## config.mk

```make
export PLATFORM = sky130hd
export DESIGN_NAME = postfix_expression_evaluator_unit
export DESIGN_NICKNAME = d
export VERILOG_FILES = /design/src/sv/pfe_pkg.sv /design/src/sv/pfe_ram.sv /design/src/sv/pfe_div.sv /design/src/sv/pfe_dpath.sv /design/src/sv/pfe_ctrl.sv /design/src/sv/postfix_expression_evaluator_unit.sv
export SDC_FILE = /design/constraint.sdc
export NUM_CORES = 2
export LEC_CHECK = 0
export BUFFER_PORTS_ARGS = -buffer_cell sky130_fd_sc_hd__buf_2
export CORE_MARGIN = 2
export CORE_UTILIZATION = 65
export CTS_CLUSTER_SIZE = 14
export DETAILED_ROUTE_END_ITERATION = 7
export PLACE_DENSITY = 0.82
export SLEW_MARGIN = 30
export SYNTH_ARGS = -nofsm -noshare
export SYNTH_HDL_FRONTEND = slang
export SYNTH_SLANG_ARGS = --single-unit
```

## constraint.sdc

```tcl
create_clock -name aclk -period 9.7 [get_ports aclk]
set_input_delay 1.94 -clock aclk [delete_from_list [all_inputs] [get_ports aclk]]
set_output_delay 1.94 -clock aclk [all_outputs]
set_load 0.1 [all_outputs]
```

## src/sv/pfe_pkg.sv

```systemverilog
// ----------------------------------------------------------------------------
// pfe_pkg: shared definitions for the postfix expression evaluator
// Character codes, status codes, widths and the controller/datapath bundles.
// ----------------------------------------------------------------------------
package pfe_pkg;

    localparam int SYM_W           = 8;
    localparam int VALUE_W         = 32;
    localparam int STATUS_W        = 2;
    localparam int TDATA_W         = 40;
    localparam int STACK_DEPTH_DEF = 16;

    localparam logic [SYM_W-1:0] SYM_ADD  = 8'h2B;
    localparam logic [SYM_W-1:0] SYM_SUB  = 8'h2D;
    localparam logic [SYM_W-1:0] SYM_MUL  = 8'h2A;
    localparam logic [SYM_W-1:0] SYM_DIV  = 8'h2F;
    localparam logic [SYM_W-1:0] SYM_ZERO = 8'h30;

    localparam logic [VALUE_W-1:0] EMPTY_VALUE = '1;

    typedef enum logic [STATUS_W-1:0] {
        ST_OK      = 2'd0,
        ST_UNDER   = 2'd1,
        ST_OVER    = 2'd2,
        ST_DIVZERO = 2'd3
    } status_t;

    // Commands from the controller to the datapath.
    typedef struct packed {
        logic accept;     // latch the incoming word
        logic pop;        // pop one entry (read issued to the stack RAM)
        logic cap_right;  // capture the first popped value
        logic cap_left;   // capture the second popped value
        logic exec;       // compute add/sub/mul, or start the divide
        logic cap_div;    // capture the quotient
        logic push;       // push operand or result
        logic top;        // read the top of the stack
        logic finish;     // load the output register and empty the stack
    } pfe_cmd_t;

    // Status from the datapath to the controller.
    typedef struct packed {
        logic in_is_op;   // incoming word is an operator
        logic is_div;     // latched word is a divide
        logic div_zero;   // right operand is zero
        logic last;       // latched word ends the expression
        logic div_done;   // quotient is ready
        logic out_free;   // output register can take a result this cycle
    } pfe_stat_t;

    function automatic logic is_operator(input logic [SYM_W-1:0] sym);
        return (sym == SYM_ADD) || (sym == SYM_SUB) || (sym == SYM_MUL) || (sym == SYM_DIV);
    endfunction

endpackage

```

## src/sv/pfe_ram.sv

```systemverilog
// ----------------------------------------------------------------------------
// pfe_ram: generic single-clock RAM
// One write port and one read port with a registered read.
// ----------------------------------------------------------------------------
module pfe_ram #(
    parameter int WIDTH = 32,
    parameter int DEPTH = 16
) (
    input  logic                     clk,
    input  logic                     we,
    input  logic [$clog2(DEPTH)-1:0] waddr,
    input  logic [WIDTH-1:0]         wdata,
    input  logic                     re,
    input  logic [$clog2(DEPTH)-1:0] raddr,
    output logic [WIDTH-1:0]         rdata
);

    logic [WIDTH-1:0] mem_reg [DEPTH];
    logic [WIDTH-1:0] rdata_reg;

    always_ff @(posedge clk) begin
        if (we) begin
            mem_reg[waddr] <= wdata;
        end
        if (re) begin
            rdata_reg <= mem_reg[raddr];
        end
    end

    assign rdata = rdata_reg;

endmodule

```

## src/sv/pfe_div.sv

```systemverilog
// ----------------------------------------------------------------------------
// pfe_div: iterative signed divider
// Restoring division on magnitudes, one quotient bit per cycle, truncating.
// ----------------------------------------------------------------------------
module pfe_div (
    input  logic                       aclk,
    input  logic                       aresetn,
    input  logic                       start,
    input  logic [pfe_pkg::VALUE_W-1:0] dividend,
    input  logic [pfe_pkg::VALUE_W-1:0] divisor,
    output logic                       done,
    output logic [pfe_pkg::VALUE_W-1:0] quotient
);

    localparam int W     = pfe_pkg::VALUE_W;
    localparam int CNT_W = $clog2(W);

    logic             busy_reg, busy_next;
    logic             done_reg, done_next;
    logic [CNT_W-1:0] cnt_reg, cnt_next;
    logic [W-1:0]     rem_reg, rem_next;
    logic [W-1:0]     quo_reg, quo_next;
    logic [W-1:0]     den_reg, den_next;
    logic             neg_reg, neg_next;

    logic [W:0]       trial;
    logic [W-1:0]     diff;
    logic             ge;

    // The partial remainder stays below the divisor, so W bits hold the difference.
    assign trial = {rem_reg, quo_reg[W-1]};
    assign diff  = trial[W-1:0] - den_reg;
    assign ge    = trial >= {1'b0, den_reg};

    always_comb begin
        busy_next = busy_reg;
        done_next = 1'b0;
        cnt_next  = cnt_reg;
        rem_next  = rem_reg;
        quo_next  = quo_reg;
        den_next  = den_reg;
        neg_next  = neg_reg;
        if (start) begin
            busy_next = 1'b1;
            cnt_next  = '0;
            rem_next  = '0;
            quo_next  = dividend[W-1] ? (~dividend + W'(1)) : dividend;
            den_next  = divisor[W-1] ? (~divisor + W'(1)) : divisor;
            neg_next  = dividend[W-1] ^ divisor[W-1];
        end else if (busy_reg) begin
            rem_next = ge ? diff : trial[W-1:0];
            quo_next = {quo_reg[W-2:0], ge};
            cnt_next = cnt_reg + CNT_W'(1);
            if (cnt_reg == CNT_W'(W - 1)) begin
                busy_next = 1'b0;
                done_next = 1'b1;
            end
        end
    end

    always_ff @(posedge aclk) begin
        if (!aresetn) begin
            busy_reg <= 1'b0;
            done_reg <= 1'b0;
            cnt_reg  <= '0;
        end else begin
            busy_reg <= busy_next;
            done_reg <= done_next;
            cnt_reg  <= cnt_next;
        end
        rem_reg <= rem_next;
        quo_reg <= quo_next;
        den_reg <= den_next;
        neg_reg <= neg_next;
    end

    // Negation of the magnitude wraps the most negative quotient onto itself.
    assign done     = done_reg;
    assign quotient = neg_reg ? (~quo_reg + W'(1)) : quo_reg;

endmodule

```

## src/sv/pfe_dpath.sv

```systemverilog
// ----------------------------------------------------------------------------
// pfe_dpath: evaluator datapath
// Stack RAM and pointer, operand registers, ALU, divider, error and output.
// ----------------------------------------------------------------------------
module pfe_dpath #(
    parameter int STACK_DEPTH = pfe_pkg::STACK_DEPTH_DEF
) (
    input  logic                        aclk,
    input  logic                        aresetn,
    input  pfe_pkg::pfe_cmd_t           cmd,
    output pfe_pkg::pfe_stat_t          stat,
    input  logic [pfe_pkg::SYM_W-1:0]   s_tdata,
    input  logic                        s_tlast,
    output logic                        m_tvalid,
    input  logic                        m_tready,
    output logic [pfe_pkg::TDATA_W-1:0] m_tdata
);

    localparam int W      = pfe_pkg::VALUE_W;
    localparam int SW     = pfe_pkg::SYM_W;
    localparam int ADDR_W = $clog2(STACK_DEPTH);
    localparam int SP_W   = $clog2(STACK_DEPTH + 1);
    localparam int PAD_W  = pfe_pkg::TDATA_W - W - pfe_pkg::STATUS_W;

    logic [SW-1:0]        sym_reg;
    logic                 last_reg;
    logic [SP_W-1:0]      sp_reg, sp_next;
    pfe_pkg::status_t     err_reg, err_next;
    logic                 empty_reg;
    logic [W-1:0]         right_reg;
    logic [W-1:0]         left_reg;
    logic [W-1:0]         result_reg;
    logic                 out_valid_reg;
    logic [W-1:0]         out_value_reg;
    pfe_pkg::status_t     out_status_reg;

    logic [SP_W-1:0]      sp_m1;
    logic                 sp_empty;
    logic                 sp_full;
    logic                 is_op;
    logic                 is_div;
    logic                 div_zero;
    logic [W-1:0]         sym_value;
    logic [W-1:0]         push_value;
    logic [W-1:0]         alu_value;
    logic [W-1:0]         rdata;
    logic                 ram_we;
    logic                 ram_re;
    logic                 div_start;
    logic                 div_done;
    logic [W-1:0]         div_quo;
    logic                 note_valid;
    pfe_pkg::status_t     note_code;

    assign sp_m1    = sp_reg - SP_W'(1);
    assign sp_empty = (sp_reg == '0);
    assign sp_full  = (sp_reg == SP_W'(STACK_DEPTH));
    assign is_op    = pfe_pkg::is_operator(sym_reg);
    assign is_div   = (sym_reg == pfe_pkg::SYM_DIV);
    assign div_zero = (right_reg == '0);

    // Operand characters are taken as unsigned codes offset by the zero digit.
    assign sym_value  = {{(W - SW){1'b0}}, sym_reg} - W'(pfe_pkg::SYM_ZERO);
    assign push_value = is_op ? result_reg : sym_value;

    always_comb begin
        case (sym_reg)
            pfe_pkg::SYM_ADD: alu_value = left_reg + right_reg;
            pfe_pkg::SYM_SUB: alu_value = left_reg - right_reg;
            pfe_pkg::SYM_MUL: alu_value = left_reg * right_reg;
            default:          alu_value = '0;
        endcase
    end

    assign ram_we    = cmd.push && !sp_full;
    assign ram_re    = (cmd.pop || cmd.top) && !sp_empty;
    assign div_start = cmd.exec && is_div && !div_zero;

    pfe_ram #(
        .WIDTH (W),
        .DEPTH (STACK_DEPTH)
    ) u_stack (
        .clk   (aclk),
        .we    (ram_we),
        .waddr (sp_reg[ADDR_W-1:0]),
        .wdata (push_value),
        .re    (ram_re),
        .raddr (sp_m1[ADDR_W-1:0]),
        .rdata (rdata)
    );

    pfe_div u_div (
        .aclk     (aclk),
        .aresetn  (aresetn),
        .start    (div_start),
        .dividend (left_reg),
        .divisor  (right_reg),
        .done     (div_done),
        .quotient (div_quo)
    );

    // At most one error source is active in any cycle; the first one sticks.
    always_comb begin
        note_valid = 1'b0;
        note_code  = pfe_pkg::ST_OK;
        if ((cmd.pop || cmd.top) && sp_empty) begin
            note_valid = 1'b1;
            note_code  = pfe_pkg::ST_UNDER;
        end else if (cmd.exec && is_div && div_zero) begin
            note_valid = 1'b1;
            note_code  = pfe_pkg::ST_DIVZERO;
        end else if (cmd.push && sp_full) begin
            note_valid = 1'b1;
            note_code  = pfe_pkg::ST_OVER;
        end
    end

    always_comb begin
        err_next = err_reg;
        if (cmd.finish) begin
            err_next = pfe_pkg::ST_OK;
        end else if (note_valid && err_reg == pfe_pkg::ST_OK) begin
            err_next = note_code;
        end
    end

    always_comb begin
        sp_next = sp_reg;
        if (cmd.finish) begin
            sp_next = '0;
        end else if (cmd.pop && !sp_empty) begin
            sp_next = sp_m1;
        end else if (ram_we) begin
            sp_next = sp_reg + SP_W'(1);
        end
    end

    always_ff @(posedge aclk) begin
        if (!aresetn) begin
            sp_reg        <= '0;
            err_reg       <= pfe_pkg::ST_OK;
            out_valid_reg <= 1'b0;
        end else begin
            sp_reg  <= sp_next;
            err_reg <= err_next;
            if (cmd.finish) begin
                out_valid_reg <= 1'b1;
            end else if (m_tready) begin
                out_valid_reg <= 1'b0;
            end
        end
        if (cmd.accept) begin
            sym_reg  <= s_tdata;
            last_reg <= s_tlast;
        end
        if (cmd.pop || cmd.top) begin
            empty_reg <= sp_empty;
        end
        if (cmd.cap_right) begin
            right_reg <= empty_reg ? pfe_pkg::EMPTY_VALUE : rdata;
        end
        if (cmd.cap_left) begin
            left_reg <= empty_reg ? pfe_pkg::EMPTY_VALUE : rdata;
        end
        if (cmd.exec) begin
            result_reg <= alu_value;
        end else if (cmd.cap_div) begin
            result_reg <= div_quo;
        end
        if (cmd.finish) begin
            out_value_reg  <= empty_reg ? pfe_pkg::EMPTY_VALUE : rdata;
            out_status_reg <= err_reg;
        end
    end

    assign stat.in_is_op = pfe_pkg::is_operator(s_tdata);
    assign stat.is_div   = is_div;
    assign stat.div_zero = div_zero;
    assign stat.last     = last_reg;
    assign stat.div_done = div_done;
    assign stat.out_free = !out_valid_reg || m_tready;

    assign m_tvalid = out_valid_reg;
    assign m_tdata  = {{PAD_W{1'b0}}, out_status_reg, out_value_reg};

    sp_in_range: assert property (@(posedge aclk) disable iff (!aresetn)
        sp_reg <= SP_W'(STACK_DEPTH))
        else $error("stack pointer beyond stack depth");

    error_sticky: assert property (@(posedge aclk) disable iff (!aresetn)
        (err_reg != pfe_pkg::ST_OK) && !cmd.finish |=> $stable(err_reg))
        else $error("recorded error replaced before the end of the expression");

    underflow_noted: assert property (@(posedge aclk) disable iff (!aresetn)
        cmd.cap_right && empty_reg |-> err_reg != pfe_pkg::ST_OK)
        else $error("pop from an empty stack left no error");

    push_full_holds: assert property (@(posedge aclk) disable iff (!aresetn)
        cmd.push && sp_full && !cmd.finish |=> sp_reg == $past(sp_reg))
        else $error("push onto a full stack moved the stack pointer");

endmodule

```

## src/sv/pfe_ctrl.sv

```systemverilog
// ----------------------------------------------------------------------------
// pfe_ctrl: evaluator sequencer
// Steps each word through pops, execute, push and the end-of-expression read.
// ----------------------------------------------------------------------------
module pfe_ctrl (
    input  logic               aclk,
    input  logic               aresetn,
    input  logic               s_tvalid,
    output logic               s_tready,
    input  pfe_pkg::pfe_stat_t stat,
    output pfe_pkg::pfe_cmd_t  cmd
);

    typedef enum logic [8:0] {
        S_IDLE   = 9'b000000001,
        S_POP1   = 9'b000000010,
        S_POP2   = 9'b000000100,
        S_POP3   = 9'b000001000,
        S_EXEC   = 9'b000010000,
        S_DIVW   = 9'b000100000,
        S_PUSH   = 9'b001000000,
        S_TOP    = 9'b010000000,
        S_FINISH = 9'b100000000
    } state_t;

    state_t state_reg, state_next;

    always_comb begin
        state_next = state_reg;
        cmd        = '0;
        case (state_reg)
            S_IDLE: begin
                if (s_tvalid) begin
                    cmd.accept = 1'b1;
                    state_next = stat.in_is_op ? S_POP1 : S_PUSH;
                end
            end
            S_POP1: begin
                cmd.pop    = 1'b1;
                state_next = S_POP2;
            end
            S_POP2: begin
                cmd.pop       = 1'b1;
                cmd.cap_right = 1'b1;
                state_next    = S_POP3;
            end
            S_POP3: begin
                cmd.cap_left = 1'b1;
                state_next   = S_EXEC;
            end
            S_EXEC: begin
                cmd.exec   = 1'b1;
                state_next = (stat.is_div && !stat.div_zero) ? S_DIVW : S_PUSH;
            end
            S_DIVW: begin
                if (stat.div_done) begin
                    cmd.cap_div = 1'b1;
                    state_next  = S_PUSH;
                end
            end
            S_PUSH: begin
                cmd.push   = 1'b1;
                state_next = stat.last ? S_TOP : S_IDLE;
            end
            S_TOP: begin
                cmd.top    = 1'b1;
                state_next = S_FINISH;
            end
            S_FINISH: begin
                // Hold here while the previous result still waits to be taken.
                if (stat.out_free) begin
                    cmd.finish = 1'b1;
                    state_next = S_IDLE;
                end
            end
            default: begin
                state_next = S_IDLE;
            end
        endcase
    end

    always_ff @(posedge aclk) begin
        if (!aresetn) begin
            state_reg <= S_IDLE;
        end else begin
            state_reg <= state_next;
        end
    end

    assign s_tready = (state_reg == S_IDLE);

    div_wait_only_for_div: assert property (@(posedge aclk) disable iff (!aresetn)
        state_reg == S_DIVW |-> stat.is_div && !stat.div_zero)
        else $error("waiting on the divider for a word that is not a divide");

    push_after_operand: assert property (@(posedge aclk) disable iff (!aresetn)
        cmd.accept && !stat.in_is_op |=> state_reg == S_PUSH)
        else $error("operand word did not go straight to the push");

    finish_after_top: assert property (@(posedge aclk) disable iff (!aresetn)
        cmd.finish |-> $past(cmd.top) || $past(state_reg) == S_FINISH)
        else $error("result loaded without a top-of-stack read");

endmodule

```

## src/sv/postfix_expression_evaluator_unit.sv

```systemverilog
// Sequence: an operand word is accepted and pushed; + - * pop two entries, execute and
// push; / also waits on the one-bit-per-cycle divider unless the divisor is zero. A
// final word adds the top read and the finish step, held while the last result is
// untaken; m_tvalid rises the cycle after. Only one word is in flight at a time.
// Reset (aresetn low, synchronous) empties the stack and clears the error and
// output valid; the stack RAM contents are not cleared.
// ----------------------------------------------------------------------------
// postfix_expression_evaluator_unit: postfix expression evaluator
// Evaluates a postfix character stream on a bounded operand stack and reports
// the top value and the first error at the end of each expression.
// ----------------------------------------------------------------------------
module postfix_expression_evaluator_unit #(
    parameter int STACK_DEPTH = pfe_pkg::STACK_DEPTH_DEF
) (
    input  logic                        aclk,
    input  logic                        aresetn,
    input  logic                        s_tvalid,
    output logic                        s_tready,
    input  logic [pfe_pkg::SYM_W-1:0]   s_tdata,   // [7:0] symbol
    input  logic                        s_tlast,   // last_symbol
    output logic                        m_tvalid,
    input  logic                        m_tready,
    output logic [pfe_pkg::TDATA_W-1:0] m_tdata    // [31:0] value, [33:32] status
);

    pfe_pkg::pfe_cmd_t  cmd;
    pfe_pkg::pfe_stat_t stat;

    pfe_ctrl u_ctrl (
        .aclk     (aclk),
        .aresetn  (aresetn),
        .s_tvalid (s_tvalid),
        .s_tready (s_tready),
        .stat     (stat),
        .cmd      (cmd)
    );

    pfe_dpath #(
        .STACK_DEPTH (STACK_DEPTH)
    ) u_dpath (
        .aclk     (aclk),
        .aresetn  (aresetn),
        .cmd      (cmd),
        .stat     (stat),
        .s_tdata  (s_tdata),
        .s_tlast  (s_tlast),
        .m_tvalid (m_tvalid),
        .m_tready (m_tready),
        .m_tdata  (m_tdata)
    );

endmodule

```

==> flow_summary.yaml <==
status:
  status: "complete, no violations"
placement:
  portBuffers: 48
  gp_congestion: 1.01
  place_ws_ns: 1.10
  place_hpwl_um: 91300
grt:
  antenna_found_initial: 1
  grtUsageTotal: 0.348
  grt_overflow: 0
  grt_pass1_vias: 34418
  grt_max_degree: 70
  grt_first_pass_wirelength_um: 211000
finish:
  largest_reg_flops: 512
  drive_above_1_share: 0.118
  antenna_cells: 0
  fin_nets: 4776
  num-fill-cells: 5229
  fin_util: 0.708
  area_delta_synth_final_pct: 7.70
sta:
  worst_pin_slew_ns: 1.04
  fin_crit_ns: 8.48
  hold_viol: 0
  rsz0062_at_grt: "no"
  finalMaxSlewViolations: 0
  fin_setup_tns_ns: 0
  maxSlewHeadroom: 0.304
  setup_ws_ns: 1.22
  fin_skew_ns: 0.0458
  fmax_ghz: 0.118
  setup_viol: 0
  finalCritPeriodShare: 0.874
worst_setup_path:
  crit_buf_inv: 5
  crit_path_start_kind: "register"
  worstPathMaxFanout: 17
  ff2ff_setup_slack_ns: 1.22
  crit_slowest_cell: "a2111oi_0"
  worstSetupPathType: "reg -> reg"
  reg2regPathDepth: 24
  cp_top_family: "adder cells"
  crit_path_cell_trace: "buf_4, and2_1, fa_1, fa_1, fa_1, inv_1, fa_1, inv_1, fa_1, inv_1, fa_1, inv_1, fa_1, fa_1, ha_1, o21ai_0, nand2b_1, o41a_1, a21oi_1, o21ai_0, a2111oi_0, mux2_2, o21ai_0, o211ai_1"
  crit_required_ns: 10.07
  cp_data_arrival_time_ns: 8.85
  crit_top_cell: "fa_1"
  critPathMaxStageDelay_ns: 0.87
  r2r-start: "u_dpath.right_reg[5]$_DFFE_PP_"
  worst_setup_path_end_kind: "register"
  r2r_end: "u_dpath.result_reg[30]$_DFFE_PP_"
job:
  cap_violations: 0
drt:
  wirelength_um: 139000
  drtIter0Drc: 4172
  vias_per_cell: 6.42
  drc: 0
  vias: 33751
  drt_pre_antenna_iters: 6
  postRouteAntennaNets: 0
  avgRoutedWirePerCell_um: 26.4
clocking:
  holdBufCountCts: 0
  cts.sink_count: 805
  cts_made_buffers: 78
  post_cts_buffers: 0
  clk_pin_slew_ns: 0.07
  cts_resized: 0
  htreeDepth: 3
  clock_latency_ns: 0.64
  cts_buffer_depth: 3
  clockRootBuffer: "clkbuf_16"
  cts_tree: "built"
synth:
  synth_top_flop_cell: "edfxtp_1"
  syn_avg_cell_area_um2: 12.5
  seq_area_frac_synth: 0.455
  ys_seq_elements: 805
  synth_cell_types: 73
  synthArstFlopShare: 0
  netlist_area_um2: 51900
  ys_warn_count: 0
  synth-edff-count: 749
  synthCells: 4163
pwr:
  finalPower_uw: 8220
  power_density_nw_per_um2: 147
  p_leak_uw: 0.0219
  irDropWorstVdd_mv: 0.235
die:
  die-area_um2: 82200
  initial_utilization: 0.658
  coreArea_um2: 79000
  die_x_um: 287
  rows: 103
  ios: 55
  die_h_um: 287
min_path:
  holdPathStages: 0
  min_from: "u_dpath.err_reg[0]$_SDFFE_PP0P_"
  holdPathEnd: "u_dpath.out_status_reg[0]$_DFFE_PP_"
  hp-class: "reg -> reg"
-- metal layers --
metal / wire (um) / global-route usage / up-vias
met3: 13300 / 0.0620 / 418
met4: 7720 / 0.175 / 2
met2: 67400 / 0.565 / 2062
li1: - / - / 14333
met5: 10 / 0 / -
met1: 50400 / 0.455 / 16936
-- placed cells by master (no fill, tap or decap), types with 18 or more instances in the layout --
| cell | instances |
|---|---|
| inv_1 | 454 |
| clkbuf_16 | 79 |
| o31ai_1 | 31 |
| a31oi_1 | 21 |
| o21ai_0 | 127 |
| nand2b_1 | 25 |
| fa_1 | 410 |
| a21oi_1 | 97 |
| a21o_1 | 49 |
| ha_1 | 197 |
| buf_2 | 48 |
| nor2_1 | 146 |
| mux4_2 | 160 |
| a221oi_1 | 18 |
| mux2i_1 | 18 |
| nand3_1 | 31 |
| xnor2_1 | 145 |
| edfxtp_1 | 749 |
| nor3_1 | 27 |
| o211ai_1 | 18 |
| and2_1 | 316 |
| xor2_1 | 109 |
| or2_2 | 41 |
| buf_4 | 86 |
| nand2_1 | 404 |
| a211oi_1 | 22 |
| dfxtp_1 | 54 |
| or3_1 | 27 |
-- cell type report --
type | instances | area [um2] | share of cell area
Multi-Input combinational cell | 2676 | 25900 | 0.462
Clock buffer | 95 | 2050 | 0.0366
Inverter | 456 | 1710 | 0.0306
Tap cell | 1050 | 1310 | 0.0235
Clock inverter | 41 | 454 | 0.00812
Sequential cell | 805 | 23600 | 0.422
Timing Repair Buffer | 138 | 942 | 0.0168
-- cell usage after synthesis (49+ instances only) --
cell type | number | area share
edfxtp_1 | 749 | 0.43
inv_1 | 456 | 0.033
fa_1 | 410 | 0.16
nand2_1 | 404 | 0.029
and2_1 | 327 | 0.039
clkbuf_1 | 210 | 0.015
ha_1 | 198 | 0.048
mux4_2 | 160 | 0.069
nor2_1 | 148 | 0.011
xnor2_1 | 147 | 0.025
o21ai_0 | 128 | 0.012
xor2_1 | 109 | 0.018
a21oi_1 | 99 | 0.0095
dfxtp_1 | 56 | 0.022
a21o_1 | 49 | 0.0071
-- power by group --
| part | total (uW) | switching (uW) | internal [uW] |
|---|---|---|---|
| combinational | 1120 | 719 | 405 |
| sequential | 4080 | 56.3 | 4020 |
| clock | 3020 | 1340 | 1680 |
-- cells by family after synthesis --
family,after synthesis,share of synthesized area
compound gates,497,0.0632
xor+xnor,256,0.0432
fa+ha+maj,608,0.206
buf+inv,687,0.0501
flops,805,0.455
mux,185,0.0743
other cells,1,0.0000722
simple gates,1124,0.109
-- worst max-delay path by stage --
stage | startpoint | end | slack (ns) | cells past startpoint
4_1_cts | u_dpath.right_reg[6]$_DFFE_PP_ | u_dpath.result_reg[30]$_DFFE_PP_ | 1.06 | 23
6_report | u_dpath.right_reg[5]$_DFFE_PP_ | u_dpath.result_reg[30]$_DFFE_PP_ | 1.22 | 24
3_5_place_dp | u_dpath.right_reg[6]$_DFFE_PP_ | u_dpath.result_reg[30]$_DFFE_PP_ | 1.10 | 23
2_1_floorplan | u_dpath.right_reg[5]$_DFFE_PP_ | u_dpath.result_reg[30]$_DFFE_PP_ | 2.24 | 25
5_1_grt | u_dpath.right_reg[5]$_DFFE_PP_ | u_dpath.result_reg[30]$_DFFE_PP_ | 0.87 | 24
3_3_place_gp | u_dpath.right_reg[6]$_DFFE_PP_ | u_dpath.result_reg[30]$_DFFE_PP_ | 1.25 | 23
-- metrics by stage --
stage | instances | instance area [um2] | hold slack (ns)
after floorplan | 4168 | 52000 | 0.432
after global routing | 5261 | 55900 | 0.499
after CTS | 5257 | 55900 | 0.472
final | 5261 | 55900 | 0.478
after global placement | 5121 | 53400 | 0.450
after detailed placement | 5121 | 53400 | 0.456
Note: power is estimated with default switching activity, not from simulation.
